File: src/design/vmfir_pkg.sv
// ----------------------------------------------------------------------------
// vmfir_pkg
// shared constants, register codes and types of the valid-mode fir filter
// ----------------------------------------------------------------------------
package vmfir_pkg;

    localparam int MAX_TAPS       = 16;
    localparam int SAMPLE_WIDTH   = 16;
    localparam int COEF_WIDTH     = 16;
    localparam int COEF_WORDS     = 4;
    localparam int COEFS_PER_WORD = 4;
    localparam int NUM_COEFS      = COEF_WORDS * COEFS_PER_WORD;
    localparam int CFG_WIDTH      = 64;
    localparam int CFG_IDX_WIDTH  = 3;
    localparam int TAP_REG_WIDTH  = 5;
    localparam int OUT_WIDTH      = 36;
    localparam int CNT_WIDTH      = $clog2(MAX_TAPS + 1);
    localparam int COEF_IDX_WIDTH = $clog2(NUM_COEFS);
    localparam int PROD_WIDTH     = SAMPLE_WIDTH + COEF_WIDTH;
    localparam int GROUP_SIZE     = 4;
    localparam int NUM_GROUPS     = (MAX_TAPS + GROUP_SIZE - 1) / GROUP_SIZE;
    localparam int PART_WIDTH     = PROD_WIDTH + $clog2(GROUP_SIZE);

    typedef enum logic [CFG_IDX_WIDTH-1:0] {
        REG_TAP_COUNT   = 3'd0,
        REG_COEF_WORD_0 = 3'd1,
        REG_COEF_WORD_1 = 3'd2,
        REG_COEF_WORD_2 = 3'd3,
        REG_COEF_WORD_3 = 3'd4
    } t_reg_idx;

    typedef logic signed [SAMPLE_WIDTH-1:0] t_sample;
    typedef logic signed [COEF_WIDTH-1:0]   t_coef;
    typedef t_sample [MAX_TAPS-1:0]         t_window;
    typedef t_coef   [MAX_TAPS-1:0]         t_coef_vec;

    // effective tap count and coefficients lined up with delay line entries
    typedef struct packed {
        logic [CNT_WIDTH-1:0] eff_taps;
        t_coef_vec            coef_sel;
    } t_cfg_view;

    // window stage handed from the delay line to the multiply stage
    typedef struct packed {
        logic    vld;
        t_window win;
    } t_win_stage;

endpackage

File: src/design/vmfir_dline.sv
// ----------------------------------------------------------------------------
// vmfir_dline
// input register stage: delay line, row fill count and output decision
// ----------------------------------------------------------------------------
module vmfir_dline (
    input  logic                   i_clk,
    input  logic                   i_rst_n,
    input  logic                   i_in_valid,
    output logic                   o_in_stall,
    input  vmfir_pkg::t_sample     i_sample,
    input  logic                   i_row_start,
    input  logic                   i_s2_ready,
    input  vmfir_pkg::t_cfg_view   i_cfg_view,
    output vmfir_pkg::t_win_stage  o_win_stage
);
    import vmfir_pkg::*;

    logic [CNT_WIDTH-1:0] r_fill;
    logic [CNT_WIDTH-1:0] n_fill;
    logic [CNT_WIDTH-1:0] fill_base;
    t_window              r_dly;
    t_window              n_dly;
    logic                 r_s1_vld;
    logic                 s1_ready;
    logic                 accept;
    logic                 emit;

    assign s1_ready   = !r_s1_vld || i_s2_ready;
    assign o_in_stall = !s1_ready;
    assign accept     = i_in_valid && s1_ready;

    // row start restarts the count; stale entries are never weighted
    assign fill_base = i_row_start ? '0 : r_fill;
    assign n_fill    = (fill_base < CNT_WIDTH'(MAX_TAPS)) ? fill_base + CNT_WIDTH'(1)
                                                          : fill_base;
    assign emit      = n_fill >= i_cfg_view.eff_taps;

    always_comb begin
        n_dly[0] = i_sample;
        for (int k = 1; k < MAX_TAPS; k++) begin
            n_dly[k] = r_dly[k-1];
        end
    end

    always_ff @(posedge i_clk) begin
        if (!i_rst_n) begin
            r_fill   <= '0;
            r_s1_vld <= 1'b0;
        end else begin
            if (s1_ready) begin
                r_s1_vld <= accept && emit;
            end
            if (accept) begin
                r_fill <= n_fill;
            end
        end
    end

    // unused entries meet a zero coefficient, so stale samples in them add nothing
    always_ff @(posedge i_clk) begin
        if (!i_rst_n) begin
            r_dly <= '0;
        end else if (accept) begin
            r_dly <= n_dly;
        end
    end

    assign o_win_stage = '{vld: r_s1_vld, win: r_dly};

    a_fill_bound : assert property (@(posedge i_clk) disable iff (!i_rst_n)
        r_fill <= CNT_WIDTH'(MAX_TAPS))
        else $error("fill count above delay line length");

    a_row_restart : assert property (@(posedge i_clk) disable iff (!i_rst_n)
        (i_rst_n && accept && i_row_start) |=> (r_fill == CNT_WIDTH'(1)))
        else $error("row start did not restart fill count");

    a_fill_step : assert property (@(posedge i_clk) disable iff (!i_rst_n)
        (i_rst_n && accept && !i_row_start && r_fill < CNT_WIDTH'(MAX_TAPS))
        |=> (r_fill == $past(r_fill) + CNT_WIDTH'(1)))
        else $error("fill count did not advance");

    a_fill_hold : assert property (@(posedge i_clk) disable iff (!i_rst_n)
        (i_rst_n && !accept) |=> $stable(r_fill))
        else $error("fill count moved without a word");

endmodule

File: config.mk
export PLATFORM = sky130hd
export DESIGN_NAME = vmfir_dline
export DESIGN_NICKNAME = d
export VERILOG_FILES = /design/src/design/vmfir_pkg.sv /design/src/design/vmfir_dline.sv
export SDC_FILE = /design/constraint.sdc
export NUM_CORES = 1
export LEC_CHECK = 0
export ABC_AREA = 1
export BUFFER_PORTS_ARGS = -buffer_cell sky130_fd_sc_hd__buf_2
export CAP_MARGIN = 20
export CORE_AREA = 8 8 206 208
export CTS_BUF_LIST = sky130_fd_sc_hd__clkbuf_8
export DETAILED_ROUTE_END_ITERATION = 7
export DIE_AREA = 0 0 214 216
export SYNTH_ARGS = -nofsm -noshare
export SYNTH_HDL_FRONTEND = slang
export SYNTH_SLANG_ARGS = --single-unit
File: constraint.sdc
create_clock -name i_clk -period 1.5 [get_ports i_clk]
set_input_delay 0.225 -clock i_clk [delete_from_list [all_inputs] [get_ports i_clk]]
set_output_delay 0.225 -clock i_clk [all_outputs]
set_load 0.05 [all_outputs]
-- Word level (Yosys, flattened, before mapping)
Cells that the tools add are included.
- add/subtract/negate cells: 1
- order comparisons: 2
- multiplexer cells: 2
- reduce and logical (&&, ||, !) cells: 5
- operators by type and width (kind ; number):
    $mux W5 ; 2
    $add A5 B1 Y5 const B ; 1
    $ge A5 B5 Y1 ; 1
    $lt A5 B5 Y1 const B ; 1
    $logic_and A1 B1 Y1 ; 2
    $logic_not A1 Y1 ; 2
    $logic_or A1 B1 Y1 ; 1
- bits in registers: 262
- input bits: 282
- output and inout bits: 258
- logic and storage cells: 28

-- Logic depth before layout (Yosys ltp)
Gate-level depths: netlist of the first run.
- depth in word-level cells: 5
- mapped depth: 15
- mapped depth without buffers: 15

-- Worst setup path after synthesis of the first run
Ideal clock, no wire load.
- path kind: reg2reg
- from: reg r_fill[0]
- to: reg r_s1_vld
- library setup time: 0.117 ns
- data arrival time: 1.538 ns
- required time: 1.383 ns
- path slack: -0.156 ns
- stages on the path, launching flop included: 14
- buffers on the path: 0
- period minus slack after synthesis: 1.656 ns
- path through: dfxtp_1 inv_1 nor2_1 ha_1 nand2_1 xor2_1 inv_1 ha_1 a21oi_1 nand2_1 nand2_1 nand2_1 nand2_1 a21oi_1
- cells in the longest elaborated chain, start to end: 5
- elaborated cells on any way between the ends: 6
- those cells by class: add/sub (1); order compare (2); mux (2); reduce/logical (1)
- ends and longest elaborated chain (item ; line ; source):
    start, declared ; vmfir_dline.sv:18 ; logic [CNT_WIDTH-1:0] r_fill;
    start signal, assigned ; vmfir_dline.sv:54 ; r_fill <= n_fill;
    $mux W5 (*) ; vmfir_dline.sv:33 ; assign fill_base = i_row_start ? '0 : r_fill;
    $add A5 B1 Y5 / $lt A5 B5 Y1 (equally long branches) ; vmfir_dline.sv:34 ; assign n_fill = (fill_base < CNT_WIDTH'(MAX_TAPS)) ? fill_base + CNT_WIDTH'(1)
    $mux W5 (*) ; vmfir_dline.sv:34 ;
    named net n_fill[2] ; vmfir_dline.sv:19 ; logic [CNT_WIDTH-1:0] n_fill;
    $ge A5 B5 Y1 (*) ; vmfir_dline.sv:36 ; assign emit = n_fill >= i_cfg_view.eff_taps;
    $logic_and A1 B1 Y1 (*) ; vmfir_dline.sv:51 ; r_s1_vld <= accept && emit;
    end signal, assigned ; vmfir_dline.sv:51 ;
    end, declared ; vmfir_dline.sv:23 ; logic r_s1_vld;
Mark *: on every way through the listed nets, which the timed path passes. The rest lies on a longest branch.
A chain may end at the register's enable or synchronous reset.

-- Worst setup path after layout of the first run
- from: reg r_fill[1]
- to: reg r_s1_vld
The elaborated chain is that of the path after synthesis.

==> flow_metrics.env, run 1 <==
export IMPL_status="finished, violations left"
export IMPL_violations="negative setup slack"
export IMPL_synth_compound_area_share_pct=14.6
export IMPL_avgSynthCellArea_um2=7.81
export IMPL_num_vias=8972
export IMPL_routed_wl_met3_mm=3.97
export IMPL_r2r_start="r_fill[1]"
export IMPL_grt_max_degree=66
export IMPL_crit_type="flip-flop to flip-flop"
export IMPL_synth_cell_types=20
export IMPL_routedWlPerCell_um=16.0
export IMPL_total_power_w=0.0192
export IMPL_crit_arrival_ns=2.20
export IMPL_synth_top_family_by_area="simple AND/OR/NAND/NOR gates"
export IMPL_startpoint_type="flip-flop"
export IMPL_initial_core_util_pct=23.6
export IMPL_hold_depth=6
export IMPL_final_setup_viol_count=2
export IMPL_grt_use_total_pct=13.7
export IMPL_worstSkewPairLatency_ns=0.60
export IMPL_gr_total_overflow=0
export IMPL_grt_pass1_wl_mm=50.7
export IMPL_p_leak_nw=6.34
export IMPL_dieArea_um2=46200
export IMPL_synth_cells=1185
export IMPL_dr_wl_met2_mm=14.3
export IMPL_cp_max_fo=2
export IMPL_ioPinCount=540
export IMPL_place_congestion=0.827
export IMPL_cts_root_buf="clkbuf_8"
export IMPL_fmax_mhz=598
export IMPL_synth_simple_area_share_pct=22.0
export IMPL_synth_fp_nets=1473
export IMPL_ys_dominant_reg_cell="dfxtp_1"
export IMPL_synth_seq_area_share_pct=56.7
export IMPL_grt_pass1_vias=8834
export IMPL_synthAdderAreaFrac_pct=0.811
export IMPL_cts_tree="done"
export IMPL_rsz0062_at_grt="yes"
export IMPL_portBuffers=283
export IMPL_reg2reg_slack_ns=-0.17
export IMPL_hold_class="primary input to flip-flop"
export IMPL_netlist_area_um2=9250
export IMPL_routed_top_layer="met5"
export IMPL_drive_gt1_share_pct=29.9
export IMPL_reg2reg_depth=15
export IMPL_htreeDepth=2
export IMPL_fin_crit_sh_pct=112
export IMPL_drt_first_pass_iters=5
export IMPL_worst_slew_pin_slew_ns=0.307
export IMPL_slew_headroom_pct=79.3
export IMPL_final_nets=1807
export IMPL_synth_edf_count=0
export IMPL_clock_sinks=262
export IMPL_required_ns=2.03
export IMPL_m1WireLength_mm=14.6
export IMPL_finalMaxSlewViolations=0
export IMPL_synth_xor_area_share_pct=0.0947
export IMPL_path_clk_slew_ns=0.07
export IMPL_fillers=4046
export IMPL_dr_first_iter_drc_count=653
export IMPL_routed_wl_mm=33.4
export IMPL_cts_path_max_buffers=3
export IMPL_r2r_end="r_s1_vld"
export IMPL_holdPathEnd="r_s1_vld"
export IMPL_async_flop_share_pct=0
export IMPL_ir_drop_uv=965
export IMPL_hold_start="i_s2_ready"
export IMPL_drc=0
export IMPL_synth_area_leaders="dfxtp_1, nor2_1, o21ai_0"
export IMPL_design_core_area_um2=39200
export IMPL_endpoint_kind="flip-flop"
export IMPL_fin_ws_ns=-0.173
export IMPL_ys_ff_latch=262
export IMPL_die_h_um=216
export IMPL_post_drt_via_cell_ratio=4.32
export IMPL_utilization_pct=35.0
export IMPL_dp_hpwl_mm=23.6
export IMPL_yosysTopAreaCellShare_pct=56.7
export IMPL_antenna_found_initial=3
export IMPL_dp_cells=1967
export IMPL_synthMuxAreaShare_pct=0
export IMPL_rows=73
export IMPL_fin_skew_ns=0.0318
export IMPL_synth_top_cell_by_area="dfxtp_1"
export IMPL_final_cell_area_um2=13700
export IMPL_maxCapViolations=0
export IMPL_syn_to_final_growth_pct=48.3
export IMPL_cts_made_buffers=47
export IMPL_hold_violations=0
export IMPL_fin_cells=2079
export IMPL_synth_warnings=0
export IMPL_place_area_um2=11500
export IMPL_die_w_um=214
export IMPL_fin_crit_ns=1.67
export IMPL_ant_nets=0
export IMPL_cellPowerDensity_nw_per_um2=1400
[kinds of logic (layout without fill, tap and decap cells)]
group,after synthesis,in the layout
DFF,262,262
other,0,1
AOI/OAI and AO/OA,270,270
and+or+nand+nor,539,539
buffers and inverters,107,475
adders and majority gates,6,6
xor gates and xnor gates,1,1
[stage by stage]
| stage | TNS (ns) | setup WS, ns | hold slack [ns] |
|---|---|---|---|
| finish | -0.289 | -0.173 | 0.186 |
| global route | -0.514 | -0.271 | 0.136 |
| CTS | -0.452 | -0.215 | 0.00867 |
| detailed placement | -0.369 | -0.354 | 0.467 |
| global placement | -0.328 | -0.291 | 0.459 |
| floorplan | -0.156 | -0.156 | 0.367 |
[cell type report]
| cell class | instances | area (um^2) | area share (%) |
|---|---|---|---|
| multi-input cells | 816 | 3580 | 26.1 |
| inverters | 20 | 90.1 | 0.657 |
| clock inverters | 24 | 210 | 1.53 |
| well taps | 525 | 657 | 4.79 |
| flip-flops and latches | 262 | 5280 | 38.5 |
| diodes | 1 | 2.50 | 0.0182 |
| clock buffers | 59 | 812 | 5.92 |
| repair buffers | 372 | 3090 | 22.5 |
[flip-flops by register name, summed over array words and instances, names as in the netlist]
name / flops
r_fill: 5
r_s1_vld: 1
o_win_stage: 256
[worst max-delay path, stage by stage (launching register included)]
cell,delay [ns]
dfxtp_2,0.33
inv_2,0.05
nor2_4,0.10
ha_4,0.16
nand2_4,0.07
xor2_4,0.16
inv_2,0.06
ha_4,0.26
nand2_2,0.04
inv_1,0.04
nand2_1,0.04
nand2_1,0.05
nand2_1,0.05
nand2_1,0.06
nand2_1,0.05
a21oi_1,0.10
[layer usage]
metal | up-vias | global-route usage (%)
met4 | 2 | 3.47
met3 | 40 | 7.55
met2 | 348 | 21.0
li1 | 4471 | -
met1 | 4111 | 16.4
met5 | - | 0
[worst max path at each step]
stage           startpoint  endpoint  depth (start not counted)
6_report         r_fill[1]  r_s1_vld                         15
5_1_grt          r_fill[1]  r_s1_vld                         15
3_5_place_dp   i_row_start  r_s1_vld                         13
4_1_cts          r_fill[1]  r_s1_vld                         15
2_1_floorplan    r_fill[0]  r_s1_vld                         13
3_3_place_gp   i_row_start  r_s1_vld                         13
[synthesized netlist by cell type, types with 4 or more instances]
cell type	count
nor2_1	518
dfxtp_1	262
o21ai_0	252
clkbuf_1	50
buf_2	20
inv_1	19
nand2_1	16
buf_6	12
o21ai_1	10
a21oi_1	7
ha_1	6
buf_4	4
[placed cells by master, fill, tap and decap left out, types with 2 or more instances in the layout]
cell,instances
ha_4,2
o21ai_0,241
nand3_1,2
nor2_4,3
dfxtp_4,2
buf_12,11
clkbuf_8,59
nand2_2,2
a21oi_1,7
nor2_1,515
clkinv_2,3
dfxtp_1,240
o21ai_2,2
buf_8,2
nand2_1,13
o21ai_1,19
clkbuf_4,45
clkinvlp_4,3
bufinv_16,4
buf_2,42
dlygate4sd3_1,18
nand2_4,2
ha_1,4
inv_2,3
buf_6,45
buf_4,207
dfxtp_2,20
inv_1,29
[power breakdown]
group          total [W]  switching [W]  internal, W
logic            0.00405        0.00282      0.00122
registers        0.00793       0.000454      0.00748
clock network    0.00720        0.00298      0.00422
total             0.0192        0.00626       0.0129
[timing repair]
item / in CTS / in global routing
resized for setup: 253 / 102
hold buffers: 18 / 0
setup buffers: 4 / 6
pin swaps: 10 / 10
hold endpoints to repair: 27 / 0
cloned: 0 / 1
setup endpoints to repair: 239 / 91
Power figures use the tool's default switching activity.
==> inputs of run 2 (changes only) <==
Settings changed: CAP_MARGIN 20 to unset, CORE_AREA 8 8 206 208 to 8 8 205 207, CTS_BUF_LIST sky130_fd_sc_hd__clkbuf_8 to sky130_fd_sc_hd__clkbuf_4 sky130_fd_sc_hd__clkbuf_8 sky130_fd_sc_hd__clkbuf_16, DIE_AREA 0 0 214 216 to 0 0 213 215.
==> run 2 against run 1 <==
Net effect:
- the flow still finishes with violations (negative setup slack)
- non-clock buffer count is 21 lower
- critical path depth did not move
- power is 1.1% lower
- cell area is 5.6% lower
- die area fell by 0.93%
- global-route usage fell by 0.56 points
- largest cell class unchanged
- highest routed layer unchanged
==> flow_metrics.env, run 2 (synthesized netlist as in run 1, its figures left out) <==
export IMPL_grt_pass1_wl_mm=48.3
export IMPL_maxCapViolations=0
export IMPL_pwr_share_comb_pct=19.8
export IMPL_cp_max_fo=2
export IMPL_fin_ws_ns=-0.242
export IMPL_cp_common_cell="nand2_1"
export IMPL_final_common_cell="nor2_1"
export IMPL_crit_type="flip-flop to flip-flop"
export IMPL_finalMaxSlewViolations=0
export IMPL_hold_class="primary input to flip-flop"
export IMPL_cts_made_buffers=29
export IMPL_antenna_found_initial=2
export IMPL_power_switching_w=0.00617
export IMPL_die_h_um=215
export IMPL_final_cell_mix="nor2_1, dfxtp_1, o21ai_0, buf_2, buf_4"
export IMPL_syn_to_final_growth_pct=40.0
export IMPL_num_vias=8768
export IMPL_dr_first_iter_drc_count=512
export IMPL_hold_violations=0
export IMPL_ir_drop_uv=960
export IMPL_fin_crit_ns=1.74
export IMPL_worstSkewPairLatency_ns=0.57
export IMPL_violations="negative setup slack"
export IMPL_rsz0062_at_grt="yes"
export IMPL_required_ns=2.00
export IMPL_die_w_um=213
export IMPL_post_cts_setup_buffers=0
export IMPL_dp_slack_ns=-0.311
export IMPL_total_power_w=0.0190
export IMPL_fillers=4121
export IMPL_drc=0
export IMPL_ant_nets=0
export IMPL_critPathSlowestCell="dfxtp_2"
export IMPL_drt_first_pass_iters=4
export IMPL_gr_total_overflow=0
export IMPL_crit_arrival_ns=2.25
export IMPL_slowest_delay_ns=0.33
export IMPL_cts_root_buf="clkbuf_16"
export IMPL_final_nets=1768
export IMPL_fin_crit_sh_pct=116
export IMPL_fmax_mhz=574
export IMPL_worst_slew_pin_slew_ns=0.356
export IMPL_startpoint_type="flip-flop"
export IMPL_p_clk_share_pct=38.6
export IMPL_routedWlPerCell_um=15.6
export IMPL_portBuffers=283
export IMPL_clock_sinks=262
export IMPL_design_core_area_um2=39000
export IMPL_dieArea_um2=45800
export IMPL_routed_wl_mm=31.6
export IMPL_final_setup_viol_count=2
export IMPL_p_sw_share_pct=32.5
export IMPL_drive_gt1_share_pct=27.5
export IMPL_endpoint_kind="flip-flop"
export IMPL_critPathTopFamily="adder cells"
export IMPL_place_congestion=0.846
export IMPL_grt_max_degree=80
export IMPL_fin_skew_ns=0.0136
export IMPL_path_cells="inv_2 -> nor2_2 -> ha_2 -> nand2_2 -> xor2_2 -> inv_2 -> ha_4 -> nand2_2 -> inv_2 -> nand2_1 -> nand2_1 -> nand2_1 -> nand2_1 -> nand2_1 -> a21oi_1"
export IMPL_grt_pass1_vias=8459
export IMPL_p_leak_nw=6.06
export IMPL_htreeDepth=1
export IMPL_intPower_w=0.0128
export IMPL_largest_reg_flops=256
export IMPL_cts_tree="done"
export IMPL_critPathBufInv=3
export IMPL_cellPowerDensity_nw_per_um2=1460
export IMPL_post_drt_via_cell_ratio=4.32
export IMPL_status="finished, violations left"
export IMPL_rows=73
export IMPL_initial_core_util_pct=23.7
export IMPL_seq_power_share_pct=41.6
export IMPL_dp_hpwl_mm=23.1
export IMPL_grt_use_total_pct=13.1
export IMPL_slew_headroom_pct=76.1
export IMPL_cts_path_max_buffers=3
export IMPL_path_clk_slew_ns=0.07
export IMPL_ioPinCount=540
-- run 2: routing by layer --
metal  vias to the layer above  global-route usage (%)  part of all wire (%)
met3                        58                    6.16                    13
met1                      4009                    16.4                    44
met4                         4                    4.33                   2.9
met2                       320                    19.5                    40
li1                       4377                       -                     -
met5                         -                       0                 0.073
-- run 2: what timing repair did --
action,4_1_cts,5_1_grt
hold endpoints to repair,17,0
hold buffers,17,0
gates resized for setup,54,89
pin swaps,0,6
endpoints found under the setup margin,38,177
-- run 2: worst min-delay path, delay by kind of cell --
| kind | cells | cell delay, ns |
|---|---|---|
| simple gates | 1 | 0.04 |
| buf+inv | 2 | 0.26 |
| compound gates | 1 | 0.09 |
-- run 2: metrics by stage --
stage | utilization, % | setup TNS (ns) | instances | cell area [um^2] | hold slack (ns)
2_1_floorplan | - | -0.156 | 1185 | 9250 | 0.367
3_3_place_gp | 29.3 | -0.361 | 1957 | 11400 | 0.461
3_5_place_dp | 29.3 | -0.378 | 1957 | 11400 | 0.469
4_1_cts | 32.6 | -0.490 | 2028 | 12700 | 0.0666
5_1_grt | 33.2 | -0.619 | 2028 | 12900 | 0.104
6_report | 33.2 | -0.409 | 2029 | 12900 | 0.103
-- run 2: cell type report --
class,instances,area [um^2],area share (%)
multi-input cells,816,3530,27.3
repair buffers,351,2410,18.6
well taps,525,657,5.07
inverters,20,91.3,0.705
clock inverters,11,136,1.05
diodes,1,2.50,0.0193
clock buffers,43,862,6.66
flip-flops and latches,262,5260,40.6
-- run 2: worst paths after layout --
kind	start	endpoint	cells after the start	slack (ns)
worst max-delay path	r_fill[1]	r_s1_vld	15	-0.24
worst min register to register	o_win_stage[252]	o_win_stage[252]	2	0.48
worst min-delay path	i_rst_n	o_win_stage[11]	4	0.10
worst max register to register	r_fill[1]	r_s1_vld	15	-0.24
-- run 2: power groups by stage --
stage          clock network [W]  logic (W)  registers, W
6_report                 0.00732    0.00376       0.00789
5_1_grt                  0.00778    0.00404       0.00796
4_1_cts                  0.00751    0.00370       0.00789
3_5_place_dp                   0    0.00361       0.00803
3_3_place_gp                   0    0.00360       0.00801
2_1_floorplan                  0   0.000977       0.00959
==> inputs of run 3 (changes only) <==
Settings changed: BUFFER_PORTS_ARGS -buffer_cell sky130_fd_sc_hd__buf_2 to unset, CORE_AREA 8 8 205 207 to 8 8 204 206, DIE_AREA 0 0 213 215 to 0 0 212 214, DONT_BUFFER_PORTS set to 1.
==> run 3 against run 2 <==
Net effect:
- the flow finishes with violations (negative hold slack, negative setup slack)
- first-iteration DRC count up 7.2%
- register-to-register slack gained 0.02 ns
- worst setup slack better by 0.016 ns
- sequential power decreased by 0.5%
- cell area is 0.40% lower
- power is 0.88% higher
==> flow_metrics.env, run 3 (synthesized netlist as in run 1, its figures left out) <==
export IMPL_p_leak_nw=5.84
export IMPL_clock_sinks=262
export IMPL_intPower_w=0.0131
export IMPL_violations="negative hold slack, negative setup slack"
export IMPL_m1WireLength_mm=12.5
export IMPL_crit_type="flip-flop to flip-flop"
export IMPL_cts_root_buf="clkbuf_16"
export IMPL_rsz0062_at_grt="yes"
export IMPL_startpoint_type="flip-flop"
export IMPL_dr_first_iter_drc_count=549
export IMPL_cts_tree="done"
export IMPL_fmax_mhz=579
export IMPL_final_nets=1707
export IMPL_power_switching_w=0.00599
export IMPL_ir_drop_uv=862
export IMPL_worstSkewPairLatency_ns=0.55
export IMPL_ioPinCount=540
export IMPL_fin_crit_sh_pct=115
export IMPL_path_clk_slew_ns=0.06
export IMPL_worst_slew_pin_slew_ns=0.569
export IMPL_holdWs_ns=-0.182
export IMPL_portBuffers=0
export IMPL_utilization_pct=33.7
export IMPL_hold_violations=126
export IMPL_cts_path_max_buffers=3
export IMPL_grt_pass1_wl_mm=47.0
export IMPL_crit_arrival_ns=2.21
export IMPL_dr_wl_met2_mm=13.1
export IMPL_slew_headroom_pct=62.0
export IMPL_required_ns=1.98
export IMPL_routed_wl_met3_mm=5.05
export IMPL_rows=72
export IMPL_num_vias=8463
export IMPL_die_h_um=214
export IMPL_drive_gt1_share_pct=24.3
export IMPL_grt_max_degree=261
export IMPL_status="finished, violations left"
export IMPL_ant_nets=0
export IMPL_final_cell_mix="nor2_1, buf_4, dfxtp_1, o21ai_0, clkbuf_16"
export IMPL_p_sw_share_pct=31.3
export IMPL_total_power_w=0.0191
export IMPL_htreeDepth=1
export IMPL_cellPowerDensity_nw_per_um2=1480
export IMPL_largest_reg_flops=256
export IMPL_pwr_share_comb_pct=19.7
export IMPL_routedWlPerCell_um=16.2
export IMPL_cts_made_buffers=28
export IMPL_endpoint_kind="flip-flop"
export IMPL_final_setup_viol_count=2
export IMPL_place_congestion=0.824
export IMPL_dp_hpwl_mm=22.7
export IMPL_hold_class="primary input to flip-flop"
export IMPL_finalMaxSlewViolations=0
export IMPL_cp_max_fo=2
export IMPL_grt_use_total_pct=13.0
export IMPL_grt_pass1_vias=8027
export IMPL_fin_ws_ns=-0.226
export IMPL_cts_hold_buf=13
export IMPL_dieArea_um2=45400
export IMPL_routed_wl_mm=31.7
export IMPL_p_clk_share_pct=39.2
export IMPL_maxCapViolations=0
export IMPL_post_drt_via_cell_ratio=4.32
export IMPL_fin_skew_ns=0.0164
export IMPL_fin_crit_ns=1.73
export IMPL_routed_top_layer="met4"
export IMPL_drt_first_pass_iters=6
export IMPL_antenna_found_initial=1
export IMPL_die_w_um=212
export IMPL_drc=0
export IMPL_design_core_area_um2=38300
export IMPL_seq_power_share_pct=41.0
export IMPL_gr_total_overflow=0
export IMPL_syn_to_final_growth_pct=39.4
export IMPL_final_common_cell="nor2_1"
export IMPL_initial_core_util_pct=24.2
[run 3: cell types whose count changed in the layout (fill, tap and decap cells not counted), sizes merged]
cell         previous run  this run
clkbuf                 99        40
bufinv                  2         4
clkinvlp                5         1
dlygate4sd3            17        13
clkinv                  2         7
inv                    22        20
[run 3: cell type report]
type | instances | area [um^2]
clock inverters | 12 | 166
fillers | 4013 | 25400
repair buffers | 291 | 2350
diodes | 1 | 2.50
flip-flops and latches | 262 | 5250
inverters | 20 | 82.6
multi-input cells | 816 | 3550
well taps | 518 | 648
clock buffers | 40 | 852
[run 3: repair_timing]
action	CTS	global route
buffers inserted	1	1
endpoints found under the setup margin	8	5
resized for setup	15	15
pin swaps	4	5
endpoints found under the hold margin	258	242
[run 3: stage by stage]
stage / setup slack, ns / cells / setup TNS [ns] / area (um^2)
6_report: -0.226 / 1960 / -0.353 / 12900
5_1_grt: -0.358 / 1960 / -0.601 / 12900
4_1_cts: -0.311 / 1958 / -0.510 / 12800
3_5_place_dp: -0.319 / 1892 / -0.319 / 11600
3_3_place_gp: -0.261 / 1892 / -0.261 / 11600
2_1_floorplan: -0.156 / 1185 / -0.156 / 9250
[run 3: worst paths after layout]
kind	startpoint	end	slack, ns	cells past startpoint
min	i_in_valid	r_s1_vld	-0.18	2
max	r_fill[1]	r_s1_vld	-0.23	15
max reg2reg	r_fill[1]	r_s1_vld	-0.23	15
min reg2reg	o_win_stage[142]	o_win_stage[142]	0.49	2
[run 3: power groups by stage]
stage | Clock [W] | Sequential (W) | Combinational (W)
after global routing | 0.00799 | 0.00791 | 0.00404
final | 0.00750 | 0.00785 | 0.00378
after CTS | 0.00773 | 0.00786 | 0.00379
after detailed placement | 0 | 0.00801 | 0.00373
after floorplan | 0 | 0.00959 | 0.000977
after global placement | 0 | 0.00799 | 0.00370
[run 3: metal layers]
layer	vias up	GRT usage, %
li1	4259	-
met1	3806	14.7
met2	339	20.0
met3	59	8.23
met4	0	4.08
met5	-	0
[run 3: worst max-delay path, cell delays in order (launching register included)]
cell and delay, ns:
dfxtp_2 0.34, inv_2 0.05, nor2_4 0.10, ha_4 0.16, nand2_4 0.06, xor2_2 0.16, inv_2 0.06, ha_4 0.27
nand2_2 0.05, inv_2 0.04, nand2_1 0.04, nand2_1 0.05, nand2_1 0.04, nand2_1 0.05, nand2_1 0.05, a21oi_1 0.11
